$ cat src/rtl/assert_macros.svh
// assertion macros shared by the rtl
`ifndef ASSERT_MACROS_SVH
`define ASSERT_MACROS_SVH

// same-cycle implication under synchronous reset
`define ASSERT_IMPLY(label, clk, rst, lhs, rhs) \
   label: assert property (@(posedge clk) disable iff (rst) (lhs) |-> (rhs)) \
      else $error("assertion failed: same-cycle implication");

// next-cycle implication under synchronous reset
`define ASSERT_NEXT(label, clk, rst, lhs, rhs) \
   label: assert property (@(posedge clk) disable iff (rst) (lhs) |=> (rhs)) \
      else $error("assertion failed: next-cycle implication");

`endif

$ cat src/rtl/hsv2rgb_pkg.sv
// shared types, sector codes and divide-by-255 helper for the hsv to rgb converter
`default_nettype none

package hsv2rgb_pkg;

   localparam int SECTOR_W = 3;
   localparam int CHAN_W   = 8;

   typedef enum logic [SECTOR_W-1:0] {
      SEC_RED     = 3'd0,
      SEC_YELLOW  = 3'd1,
      SEC_GREEN   = 3'd2,
      SEC_CYAN    = 3'd3,
      SEC_BLUE    = 3'd4,
      SEC_MAGENTA = 3'd5
   } sector_type;

   typedef struct packed {
      logic [CHAN_W-1:0] red;
      logic [CHAN_W-1:0] green;
      logic [CHAN_W-1:0] blue;
   } rgb_type;

   // floor(y / 255) for y <= 255 * 255
   function automatic logic [CHAN_W-1:0] div255(input logic [15:0] y);
      logic [24:0] prod;
      logic [7:0]  qe;
      logic [16:0] rem;
      prod = {9'd0, y} + {1'b0, y, 8'd0};
      qe   = prod[23:16];
      rem  = {1'b0, y} - ({1'b0, qe, 8'd0} - {9'd0, qe});
      if (rem >= 17'd255) begin
         return qe + 8'd1;
      end
      return qe;
   endfunction

endpackage

`default_nettype wire

$ cat src/rtl/hsv2rgb_queue.sv
// two-entry queue with push/full and pop/empty sides
`default_nettype none

module hsv2rgb_queue #(
   parameter int WIDTH = 8
) (
   input  wire logic             clock,
   input  wire logic             reset,
   input  wire logic             push,
   output logic                  full,
   input  wire logic [WIDTH-1:0] push_word,
   input  wire logic             pop,
   output logic                  empty,
   output logic [WIDTH-1:0]      pop_word
);

   logic             head_valid_ff, head_valid_in;
   logic             tail_valid_ff, tail_valid_in;
   logic [WIDTH-1:0] head_ff, head_in;
   logic [WIDTH-1:0] tail_ff, tail_in;
   logic             do_push;
   logic             do_pop;

   assign full     = tail_valid_ff;
   assign empty    = !head_valid_ff;
   assign pop_word = head_ff;
   assign do_push  = push && !tail_valid_ff;
   assign do_pop   = pop && head_valid_ff;

   always_comb begin
      head_valid_in = head_valid_ff;
      tail_valid_in = tail_valid_ff;
      head_in       = head_ff;
      tail_in       = tail_ff;
      if (do_pop) begin
         if (tail_valid_ff) begin
            head_in       = tail_ff;
            tail_valid_in = 1'b0;
         end else if (do_push) begin
            head_in = push_word;
         end else begin
            head_valid_in = 1'b0;
         end
      end else if (do_push) begin
         if (!head_valid_ff) begin
            head_in       = push_word;
            head_valid_in = 1'b1;
         end else begin
            tail_in       = push_word;
            tail_valid_in = 1'b1;
         end
      end
   end

   always_ff @(posedge clock) begin
      if (reset) begin
         head_valid_ff <= 1'b0;
         tail_valid_ff <= 1'b0;
      end else begin
         head_valid_ff <= head_valid_in;
         tail_valid_ff <= tail_valid_in;
      end
      head_ff <= head_in;
      tail_ff <= tail_in;
   end

endmodule

`default_nettype wire

$ cat src/rtl/hsv2rgb_front.sv
// front end: takes hsv words, splits hue into sector and fraction
`default_nettype none

module hsv2rgb_front #(
   parameter int HUE_BITS = 12
) (
   input  wire logic                   clock,
   input  wire logic                   reset,
   input  wire logic                   req_push,
   output logic                        req_full,
   input  wire logic [HUE_BITS-1:0]    req_hue,
   input  wire logic [7:0]             req_saturation,
   input  wire logic [7:0]             req_brightness,
   output logic                        mid_push,
   input  wire logic                   mid_full,
   output logic [HUE_BITS+18:0]        mid_word
);

   localparam int WORD_W = HUE_BITS + 19;

   logic                  valid_ff, valid_in;
   logic [WORD_W-1:0]     word_ff, word_in;
   logic [HUE_BITS+2:0]   hue6;
   logic                  ready;
   logic                  take;

   // six times hue: integer part is the sector, the rest the fraction
   assign hue6  = {1'b0, req_hue, 2'b00} + {2'b00, req_hue, 1'b0};
   assign ready = !valid_ff || !mid_full;
   assign take  = req_push && ready;

   assign req_full = !ready;
   assign mid_push = valid_ff;
   assign mid_word = word_ff;

   always_comb begin
      valid_in = valid_ff;
      word_in  = word_ff;
      if (valid_ff && !mid_full) begin
         valid_in = 1'b0;
      end
      if (take) begin
         valid_in = 1'b1;
         word_in  = {hue6[HUE_BITS+2:HUE_BITS], hue6[HUE_BITS-1:0],
                     req_saturation, req_brightness};
      end
   end

   always_ff @(posedge clock) begin
      if (reset) begin
         valid_ff <= 1'b0;
      end else begin
         valid_ff <= valid_in;
      end
      word_ff <= word_in;
   end

endmodule

`default_nettype wire

$ cat src/rtl/hsv2rgb_back.sv
// back end: three-stage pipeline computing p, q, t and routing by sector
`default_nettype none

module hsv2rgb_back #(
   parameter int HUE_BITS = 12
) (
   input  wire logic                 clock,
   input  wire logic                 reset,
   input  wire logic                 in_valid,
   output logic                      in_ready,
   input  wire logic [HUE_BITS+18:0] in_word,
   output logic                      out_valid,
   input  wire logic                 out_ready,
   output hsv2rgb_pkg::rgb_type      out_pixel
);

   localparam logic [HUE_BITS+7:0] FULL = {8'd255, {HUE_BITS{1'b0}}};
   localparam logic [HUE_BITS:0]   ONE  = {1'b1, {HUE_BITS{1'b0}}};

   logic                    advance;

   logic [2:0]              in_sector;
   logic [HUE_BITS-1:0]     in_frac;
   logic [7:0]              in_sat;
   logic [7:0]              in_val;
   logic [HUE_BITS:0]       in_cfrac;

   // stage 1
   logic                    v1_ff, v1_in;
   logic [2:0]              sec1_ff;
   logic [7:0]              val1_ff;
   logic [HUE_BITS+7:0]     fs1_ff;
   logic [HUE_BITS+8:0]     fst1_ff;
   logic [15:0]             pn1_ff;

   // stage 2
   logic                    v2_ff, v2_in;
   logic [2:0]              sec2_ff;
   logic [7:0]              val2_ff;
   logic [15:0]             yp2_ff;
   logic [15:0]             yq2_ff;
   logic [15:0]             yt2_ff;
   logic [HUE_BITS+7:0]     nq;
   logic [HUE_BITS+8:0]     nt_wide;
   logic [HUE_BITS+15:0]    xq;
   logic [HUE_BITS+15:0]    xt;

   // stage 3
   logic                    v3_ff, v3_in;
   hsv2rgb_pkg::rgb_type    pix3_ff, pix3_in;
   logic [7:0]              p_val;
   logic [7:0]              q_val;
   logic [7:0]              t_val;

   assign advance  = !v3_ff || out_ready;
   assign in_ready = advance;

   assign in_sector = in_word[HUE_BITS+18:HUE_BITS+16];
   assign in_frac   = in_word[HUE_BITS+15:16];
   assign in_sat    = in_word[15:8];
   assign in_val    = in_word[7:0];
   assign in_cfrac  = ONE - {1'b0, in_frac};

   assign nq      = FULL - fs1_ff;
   assign nt_wide = {1'b0, FULL} - fst1_ff;
   assign xq      = {{(HUE_BITS+8){1'b0}}, val1_ff} * {8'd0, nq};
   assign xt      = {{(HUE_BITS+8){1'b0}}, val1_ff} * {8'd0, nt_wide[HUE_BITS+7:0]};

   assign p_val = hsv2rgb_pkg::div255(yp2_ff);
   assign q_val = hsv2rgb_pkg::div255(yq2_ff);
   assign t_val = hsv2rgb_pkg::div255(yt2_ff);

   assign v1_in = advance ? in_valid : v1_ff;
   assign v2_in = advance ? v1_ff : v2_ff;
   assign v3_in = advance ? v2_ff : v3_ff;

   always_comb begin
      case (hsv2rgb_pkg::sector_type'(sec2_ff))
         hsv2rgb_pkg::SEC_RED: begin
            pix3_in = '{red: val2_ff, green: t_val, blue: p_val};
         end
         hsv2rgb_pkg::SEC_YELLOW: begin
            pix3_in = '{red: q_val, green: val2_ff, blue: p_val};
         end
         hsv2rgb_pkg::SEC_GREEN: begin
            pix3_in = '{red: p_val, green: val2_ff, blue: t_val};
         end
         hsv2rgb_pkg::SEC_CYAN: begin
            pix3_in = '{red: p_val, green: q_val, blue: val2_ff};
         end
         hsv2rgb_pkg::SEC_BLUE: begin
            pix3_in = '{red: t_val, green: p_val, blue: val2_ff};
         end
         default: begin
            pix3_in = '{red: val2_ff, green: p_val, blue: q_val};
         end
      endcase
   end

   always_ff @(posedge clock) begin
      if (reset) begin
         v1_ff <= 1'b0;
         v2_ff <= 1'b0;
         v3_ff <= 1'b0;
      end else begin
         v1_ff <= v1_in;
         v2_ff <= v2_in;
         v3_ff <= v3_in;
      end
      if (advance) begin
         sec1_ff <= in_sector;
         val1_ff <= in_val;
         fs1_ff  <= {8'd0, in_frac} * {{HUE_BITS{1'b0}}, in_sat};
         fst1_ff <= {8'd0, in_cfrac} * {{(HUE_BITS+1){1'b0}}, in_sat};
         pn1_ff  <= {8'd0, in_val} * {8'd0, 8'd255 - in_sat};
         sec2_ff <= sec1_ff;
         val2_ff <= val1_ff;
         yp2_ff  <= pn1_ff;
         yq2_ff  <= xq[HUE_BITS+15:HUE_BITS];
         yt2_ff  <= xt[HUE_BITS+15:HUE_BITS];
         pix3_ff <= pix3_in;
      end
   end

   assign out_valid = v3_ff;
   assign out_pixel = pix3_ff;

endmodule

`default_nettype wire

$ cat src/rtl/hsv_to_rgb_convert.sv
// top level of the hsv to rgb pixel converter
//
// input side is a queue: drive req_hue, req_saturation and req_brightness
// with req_push high; the word is taken at a clock edge where req_full is low.
// result side is a queue too: while rsp_empty is low the oldest result sits
// on rsp_red, rsp_green and rsp_blue; it is taken at an edge with rsp_pop high.
// one pixel goes in and one pixel comes out per clock cycle while the receiver
// keeps popping. from push to the result, a word passes the front register,
// a two-entry queue between front and back, three back stages (products,
// scaled products, divide by 255 and sector routing) and the output queue.
// the back pipeline moves as a whole; when the receiver stops popping, the
// output queue fills, the back stalls, the middle queue fills and req_full
// rises, so no word is dropped. reset (synchronous, active high) empties
// every queue and pipeline stage; there is no other state.
`default_nettype none
`include "assert_macros.svh"

module hsv_to_rgb_convert #(
   parameter int HUE_BITS = 12
) (
   input  wire logic                clock,
   input  wire logic                reset,
   input  wire logic                req_push,
   output logic                     req_full,
   input  wire logic [HUE_BITS-1:0] req_hue,
   input  wire logic [7:0]          req_saturation,
   input  wire logic [7:0]          req_brightness,
   output logic                     rsp_empty,
   input  wire logic                rsp_pop,
   output logic [7:0]               rsp_red,
   output logic [7:0]               rsp_green,
   output logic [7:0]               rsp_blue
);

   localparam int MID_W = HUE_BITS + 19;
   localparam int PIX_W = $bits(hsv2rgb_pkg::rgb_type);

   logic                 front_push;
   logic                 mid_full;
   logic [MID_W-1:0]     front_word;
   logic                 mid_empty;
   logic [MID_W-1:0]     mid_word;
   logic                 back_ready;
   logic                 back_valid;
   hsv2rgb_pkg::rgb_type back_pixel;
   logic                 out_full;
   logic [PIX_W-1:0]     out_word;
   hsv2rgb_pkg::rgb_type rsp_pixel;

   hsv2rgb_front #(.HUE_BITS(HUE_BITS)) u_front (
      .clock          (clock),
      .reset          (reset),
      .req_push       (req_push),
      .req_full       (req_full),
      .req_hue        (req_hue),
      .req_saturation (req_saturation),
      .req_brightness (req_brightness),
      .mid_push       (front_push),
      .mid_full       (mid_full),
      .mid_word       (front_word)
   );

   hsv2rgb_queue #(.WIDTH(MID_W)) u_mid_queue (
      .clock     (clock),
      .reset     (reset),
      .push      (front_push),
      .full      (mid_full),
      .push_word (front_word),
      .pop       (back_ready),
      .empty     (mid_empty),
      .pop_word  (mid_word)
   );

   hsv2rgb_back #(.HUE_BITS(HUE_BITS)) u_back (
      .clock     (clock),
      .reset     (reset),
      .in_valid  (!mid_empty),
      .in_ready  (back_ready),
      .in_word   (mid_word),
      .out_valid (back_valid),
      .out_ready (!out_full),
      .out_pixel (back_pixel)
   );

   hsv2rgb_queue #(.WIDTH(PIX_W)) u_out_queue (
      .clock     (clock),
      .reset     (reset),
      .push      (back_valid),
      .full      (out_full),
      .push_word (back_pixel),
      .pop       (rsp_pop),
      .empty     (rsp_empty),
      .pop_word  (out_word)
   );

   assign rsp_pixel = hsv2rgb_pkg::rgb_type'(out_word);
   assign rsp_red   = rsp_pixel.red;
   assign rsp_green = rsp_pixel.green;
   assign rsp_blue  = rsp_pixel.blue;

   // a stalled back end keeps its finished pixel
   `ASSERT_NEXT(a_back_hold, clock, reset, back_valid && out_full,
                back_valid && $stable(back_pixel))
   // a front word blocked by the middle queue is not lost
   `ASSERT_NEXT(a_front_hold, clock, reset, front_push && mid_full, front_push)
   // a word waiting in the middle queue stays while the back stalls
   `ASSERT_NEXT(a_mid_hold, clock, reset, !mid_empty && !back_ready, !mid_empty)

endmodule

`default_nettype wire
$ cat config.mk
export PLATFORM = sky130hd
export DESIGN_NAME = hsv_to_rgb_convert
export DESIGN_NICKNAME = d
export VERILOG_FILES = /design/src/rtl/hsv2rgb_pkg.sv /design/src/rtl/hsv2rgb_queue.sv /design/src/rtl/hsv2rgb_front.sv /design/src/rtl/hsv2rgb_back.sv /design/src/rtl/hsv_to_rgb_convert.sv
export VERILOG_INCLUDE_DIRS = /design/src /design/src/rtl
export SDC_FILE = /design/constraint.sdc
export NUM_CORES = 2
export LEC_CHECK = 0
export BUFFER_PORTS_ARGS = -buffer_cell sky130_fd_sc_hd__buf_2
export CORE_MARGIN = 3
export CORE_UTILIZATION = 40
export CTS_CLUSTER_SIZE = 10
export DETAILED_ROUTE_END_ITERATION = 10
export PLACE_DENSITY_LB_ADDON = 0.3
export SLEW_MARGIN = 30
export SYNTH_ARGS = -nofsm -noshare
export SYNTH_HDL_FRONTEND = slang
export SYNTH_SLANG_ARGS = --single-unit
$ cat constraint.sdc
create_clock -name clock -period 8.8 [get_ports clock]
set_input_delay 0.44 -clock clock [delete_from_list [all_inputs] [get_ports clock]]
set_output_delay 0.44 -clock clock [all_outputs]
set_load 0.005 [all_outputs]
-- Word level (Yosys, flattened, before mapping)
Index checks and enable logic that the tools add are counted.
- flip-flop bits (word level): 299
- output and inout port bits: 26
- add/subtract/negate cells: 17
- multipliers: 5
- magnitude comparators: 3
- eq/ne operators: 10
- mux-type cells: 30
- bitwise operators: 2
- reduce and logical (&&, ||, !) cells: 29
- operators with widths (kind ; number):
    $mux W31 ; 5
    $mux W24 ; 5
    $pmux W24 S5 ; 1
    $add A16 B24 Y24 ; 3
    $mul A8 B20 Y28 ; 2
    $ge A17 B8 Y1 const B ; 3
    $sub A16 B17 Y17 ; 3
    $sub A16 B8 Y17 ; 3
    $mux W8 ; 6
    $sub A20 B20 Y20 const A ; 2
    $add A8 B1 Y8 const B ; 3
    $mul A12 B8 Y20 ; 1
    $mul A13 B8 Y20 ; 1
    $reduce_and A3 Y1 ; 6
    $mul A8 B8 Y16 ; 1
    $add A14 B13 Y15 ; 1
    $mux W1 ; 13
    $sub A13 B12 Y13 const A ; 1
    $ne A2 B2 Y1 const B ; 6
    $reduce_bool A2 Y1 ; 5
    $sub A8 B8 Y8 const A ; 1
    $eq A3 B2 Y1 const B ; 2
    $logic_not A1 Y1 ; 6
    $logic_and A1 B1 Y1 ; 5
    other kinds (7) ; 11

-- Logic depth before layout (Yosys ltp)
- depth in word-level cells: 7
- gate-level depth with buffers: 29
- depth with buffers taken out: 28

-- Cells and area by module
From an unflattened synthesis, not the netlist that was laid out.
- cells, all modules: 3317
- area, all modules: 33716.1 µm²
- by module, submodules not included (module ; instances ; cells an instance ; area each (µm²) ; seq. area each (µm²)):
    hsv2rgb_back ; 1 ; 3002 ; 27766.6 ; 4534.3
    hsv2rgb_queue (u_mid_queue) ; 1 ; 112 ; 2492.4 ; 1901.8
    hsv2rgb_queue (u_out_queue) ; 1 ; 91 ; 1949.4 ; 1481.4
    hsv2rgb_front ; 1 ; 110 ; 1500.2 ; 920.9
    hsv_to_rgb_convert ; 1 ; 2 ; 7.5 ; 0.0

-- Least setup slack after synthesis
OpenSTA, ideal clock, no wires.
- kind: register to register
- from: register u_out_queue.tail_valid_ff, in the netlist u_out_queue.full
- to: register u_mid_queue.head_ff[0], in the netlist u_mid_queue.pop_word[0] (enable)
- setup time: 0.431 ns
- arrival: 5.860 ns
- data required time: 8.369 ns
- path slack: 2.509 ns
- cell stages (with the launch flop): 4
- buffers on the path: 0
- cell sequence: dfxtp_1 nand2_1 inv_1 a22oi_1
- cells in the longest elaborated chain, start to end: 5
- elaborated cells on any way between the ends: 6
- ends and longest elaborated chain (element ; RTL line ; text):
    start: declaration ; hsv2rgb_queue.sv:18 ; logic tail_valid_ff, tail_valid_in;
    start signal: assignment ; hsv2rgb_queue.sv:61 ; tail_valid_ff <= tail_valid_in;
    $logic_not A1 Y1 (*) ; hsv_to_rgb_convert.sv:81 ; .out_ready (!out_full),
    $logic_or A1 B1 Y1 (*) ; hsv2rgb_back.sv:55 ; assign advance = !v3_ff || out_ready;
    $logic_and A1 B1 Y1 (*) ; hsv2rgb_queue.sv:28 ; assign do_pop = pop && head_valid_ff;
    $ne A2 B2 Y1 (no source line) or $reduce_bool A2 Y1 (tied branches) ; n/a ;
    $reduce_and A3 Y1 (no source line) (*) ; n/a ;
    end signal: assignment ; hsv2rgb_queue.sv:63 ; head_ff <= head_in;
    end: declaration ; hsv2rgb_queue.sv:19 ; logic [WIDTH-1:0] head_ff, head_in;
Every way passes the cells marked *; elsewhere a longest branch is shown, timed or not.
A chain may end at the register's enable or synchronous reset.

-- Worst setup path in the final report
- from: register u_back.fst1_ff[1]
- to: register u_back.yt2_ff[15] (data pin)
- cells in the longest elaborated chain, start to end: 2
- ends and longest elaborated chain (element ; RTL line ; text):
    start: declaration ; hsv2rgb_back.sv:33 ; logic [HUE_BITS+8:0] fst1_ff;
    start signal: assignment ; hsv2rgb_back.sv:114 ; fst1_ff <= {8'd0, in_cfrac} * {{(HUE_BITS+1){1'b0}}, in_sat};
    $sub A20 B20 Y20 ; hsv2rgb_back.sv:65 ; assign nt_wide = {1'b0, FULL} - fst1_ff;
    $mul A8 B20 Y28 ; hsv2rgb_back.sv:67 ; assign xt = {{(HUE_BITS+8){1'b0}}, val1_ff} * {8'd0, nt_wide[HUE_BITS+7:0]};
    net u_back.xt[27] ; hsv2rgb_back.sv:46 ; logic [HUE_BITS+15:0] xt;
    end signal: assignment ; hsv2rgb_back.sv:120 ; yt2_ff <= xt[HUE_BITS+15:HUE_BITS];
    end: declaration ; hsv2rgb_back.sv:42 ; logic [15:0] yt2_ff;
The timed path passes the listed nets, and every way through them passes these cells.

==> out/results.ini <==
[run_status]
status = finished clean

[grt]
grt_pass1_vias = 22700
grt_use_met3_pct = 2.14
grt_first_pass_wirelength_um = 116000
grt.busiest_layer = met2
met2_usage_pct = 27.0
gr-usage-met1_pct = 23.1
gr-usage-all-layers_pct = 16.3
antenna_found_initial = 0
grt_overflow = 0
grt_max_degree = 65

[critical_path]
rr_startpoint = u_back.fst1_ff[1]$_DFFE_PN_
end_kind = flip-flop
crit_arrival_ns = 7.18
startpoint = u_back.fst1_ff[1]$_DFFE_PN_
cp.required_ns = 9.09
cp_max_fo = 11
start_kind = flip-flop
critical_path.endpoint = u_back.yt2_ff[15]$_DFFE_PN_
timing.rr.end = u_back.yt2_ff[15]$_DFFE_PN_
crit_type = reg -> reg
ff2ff_setup_slack_ns = 1.91
reg2reg_depth = 23

[floorplanning]
die_w_um = 291
io_pins = 58
rows = 103
die_area_um2 = 84700
coreArea_um2 = 79600
start_util_pct = 40.8
die_h_um = 291

[yosys]
syn_inst = 3270
synth_xor_area_share_pct = 4.83
synth_fa_ha_area_share_pct = 34.6
ys_ff_latch = 293
synth_simple_gate_area_share_pct = 15.8
synth_top_family_by_area = adder cells
ys_warn_count = 0
syn_nets = 3988
synth_flop_cell = edfxtp_1
synth.cell_area_um2 = 32500
syn_area_per_cell_um2 = 9.93
synth.area.mux_share_pct = 2.31
yosysSeqAreaShare_pct = 26.8
ys_async_sr_fraction_pct = 0
synth-edff-count = 285
synth_cell_types = 85
synth_compound_area_share_pct = 8.46

[cells_and_area]
fin_util_pct = 44.1
n_antenna_cell = 0
drive_above_1_share_pct = 6.84
area_growth_pct = 8.23
finalNetCount = 4010
final_cell_mix = inv_1 (510), nand2_1 (358), fa_1 (352)
final_common_cell = inv_1

[cts]
clockBufferDepth = 3
cts_hold_buffers = 0
cts-buffers-inserted = 38
htree_levels = 2
cts_sinks = 293
insertion_delay_ns = 0.56
ctsResizeCount = 0
clkSlewWorstSetupHoldPaths_ns = 0.05
postCtsSetupBuffers = 0
cts_root_buffer = clkbuf_16
tritoncts = done

[sta]
worst_pin_slew_ns = 0.975
whs_ns = 0.0599
fin_crit_sh_pct = 78.2
slew_viol_final = 0
rsz0062_at_grt = no
slew_headroom_pct = 34.8
hold_viol = 0
timing.fmax_mhz = 145
period_needed_ns = 6.89
setup_viol = 0
finalWorstSetupSlack_ns = 1.91
fin_worst_skew_ns = 0.0288
fin_setup_tns_ns = 0

[placement]
numPortBuffers = 57
dp_hpwl_um = 53200
globalplace.congestion = 0.865
dp_slack_ns = 1.88

[routing]
via_count = 22100
drt_iter0_drc = 1162
ant_nets = 0
dr.pass1.iters = 7
viasPerCell = 5.07
drc_errors = 0
routedWlPerCell_um = 15.6
drt-total-wl_um = 68300

[hold_path]
min_path_type = in -> reg

[job]
drv_cap = 0

-- worst max-delay path, cell delays in order (launching register included) --
cell and delay (ns):
edfxtp_1 0.52, inv_1 0.19, nand3_1 0.12, nor4_1 0.44
xnor2_1 0.29, and2_1 0.25, fa_1 0.54, inv_1 0.06
fa_1 0.55, fa_1 0.44, fa_1 0.50, inv_1 0.05
ha_1 0.29, a21o_1 0.18, a21oi_1 0.17, nor2_1 0.05
a311oi_1 0.46, o21ai_1 0.21, a41oi_1 0.33, a211oi_1 0.12
or3_1 0.39, a21o_1 0.21, a21oi_1 0.18, xnor2_1 0.08
-- per-layer routing --
metal | wire length [µm] | up-vias
li1 | - | 10900
met1 | 32800 | 10800
met2 | 31400 | 401
met3 | 2800 | 74
met4 | 1260 | 0
met5 | 0 | -
-- cell type report --
cell class,instances,area (µm²)
clock inverters,13,213
multi-input cells,2360,21500
fillers,7621,44500
flip-flops and latches,293,8720
inverters,515,1930
repair buffers,84,495
well taps,1050,1310
clock buffers,53,1020
-- cells in the mapped netlist, drive strengths merged (9+ instances only) --
master  count  area share [%]
ha        334              13
clkbuf     98             1.1
mux2i      12            0.37
a211oi     14            0.32
nand2b     58             1.1
nand3b      9            0.21
and2      218             4.2
xnor2     140             3.8
nor2      123             1.4
nand4      21            0.40
o21bai     11            0.25
a21o       45             1.0
nor3       50            0.77
or3        14            0.27
nor2b      61             1.2
or2        12            0.23
a311oi      9            0.24
edfxtp    285              26
o31ai       9            0.22
nor4       11            0.21
nand3      30            0.46
nand2     359             4.1
and3       28            0.54
o21a       13            0.30
mux2       56             1.9
xor2       39             1.1
inv       514             5.9
fa        352              22
a31oi      16            0.31
o21ai      84             1.3
a21oi     103             1.6
o211ai     11            0.27
-- registers in the layout (all words and copies together), names as in the netlist, 3 cells and up --
signal	cells
u_mid_queue.tail_ff	30
u_back.yt2_ff	16
u_back.fs1_ff	18
u_back.sec2_ff	3
u_back.val2_ff	8
u_out_queue.tail_ff	24
u_back.yq2_ff	16
u_back.sec1_ff	3
u_back.val1_ff	8
u_back.out_pixel	24
u_front.mid_word	30
u_back.pn1_ff	16
u_back.yp2_ff	16
u_back.fst1_ff	19
u_mid_queue.pop_word	30
u_out_queue.pop_word	24
-- cells by family after synthesis --
logic type | Yosys count
multiplexers | 68
AND/OR/NAND/NOR | 1019
XOR/XNOR | 179
flip-flops | 293
AO/OA/AOI/OAI | 408
adder cells (fa/ha/maj) | 686
buffers and inverters | 617
-- per-stage QoR --
step / area (µm²) / instances
floorplan: 32500 / 3270
global placement: 33900 / 4301
detailed placement: 33900 / 4301
CTS: 35100 / 4367
global route: 35200 / 4368
finish: 35200 / 4368
-- worst min-delay path by stage --
| stage | cells after the start | slack [ns] | startpoint | end |
|---|---|---|---|---|
| global route | 1 | 0.03 | req_brightness[7] | u_front.mid_word[7]$_DFFE_PP_ |
| detailed placement | 0 | 0.40 | u_back.pn1_ff[11]$_DFFE_PN_ | u_back.yp2_ff[11]$_DFFE_PN_ |
| CTS | 1 | 0.02 | req_saturation[3] | u_front.mid_word[11]$_DFFE_PP_ |
| floorplan | 0 | 0.40 | u_mid_queue.pop_word[28]$_DFFE_PP_ | u_back.sec1_ff[0]$_DFFE_PN_ |
| global placement | 0 | 0.40 | u_back.pn1_ff[13]$_DFFE_PN_ | u_back.yp2_ff[13]$_DFFE_PN_ |
| finish | 1 | 0.06 | req_brightness[5] | u_front.mid_word[5]$_DFFE_PP_ |
Power is not shown: default switching activity piles up to over one toggle a cycle in this logic, so the estimate is an artifact.
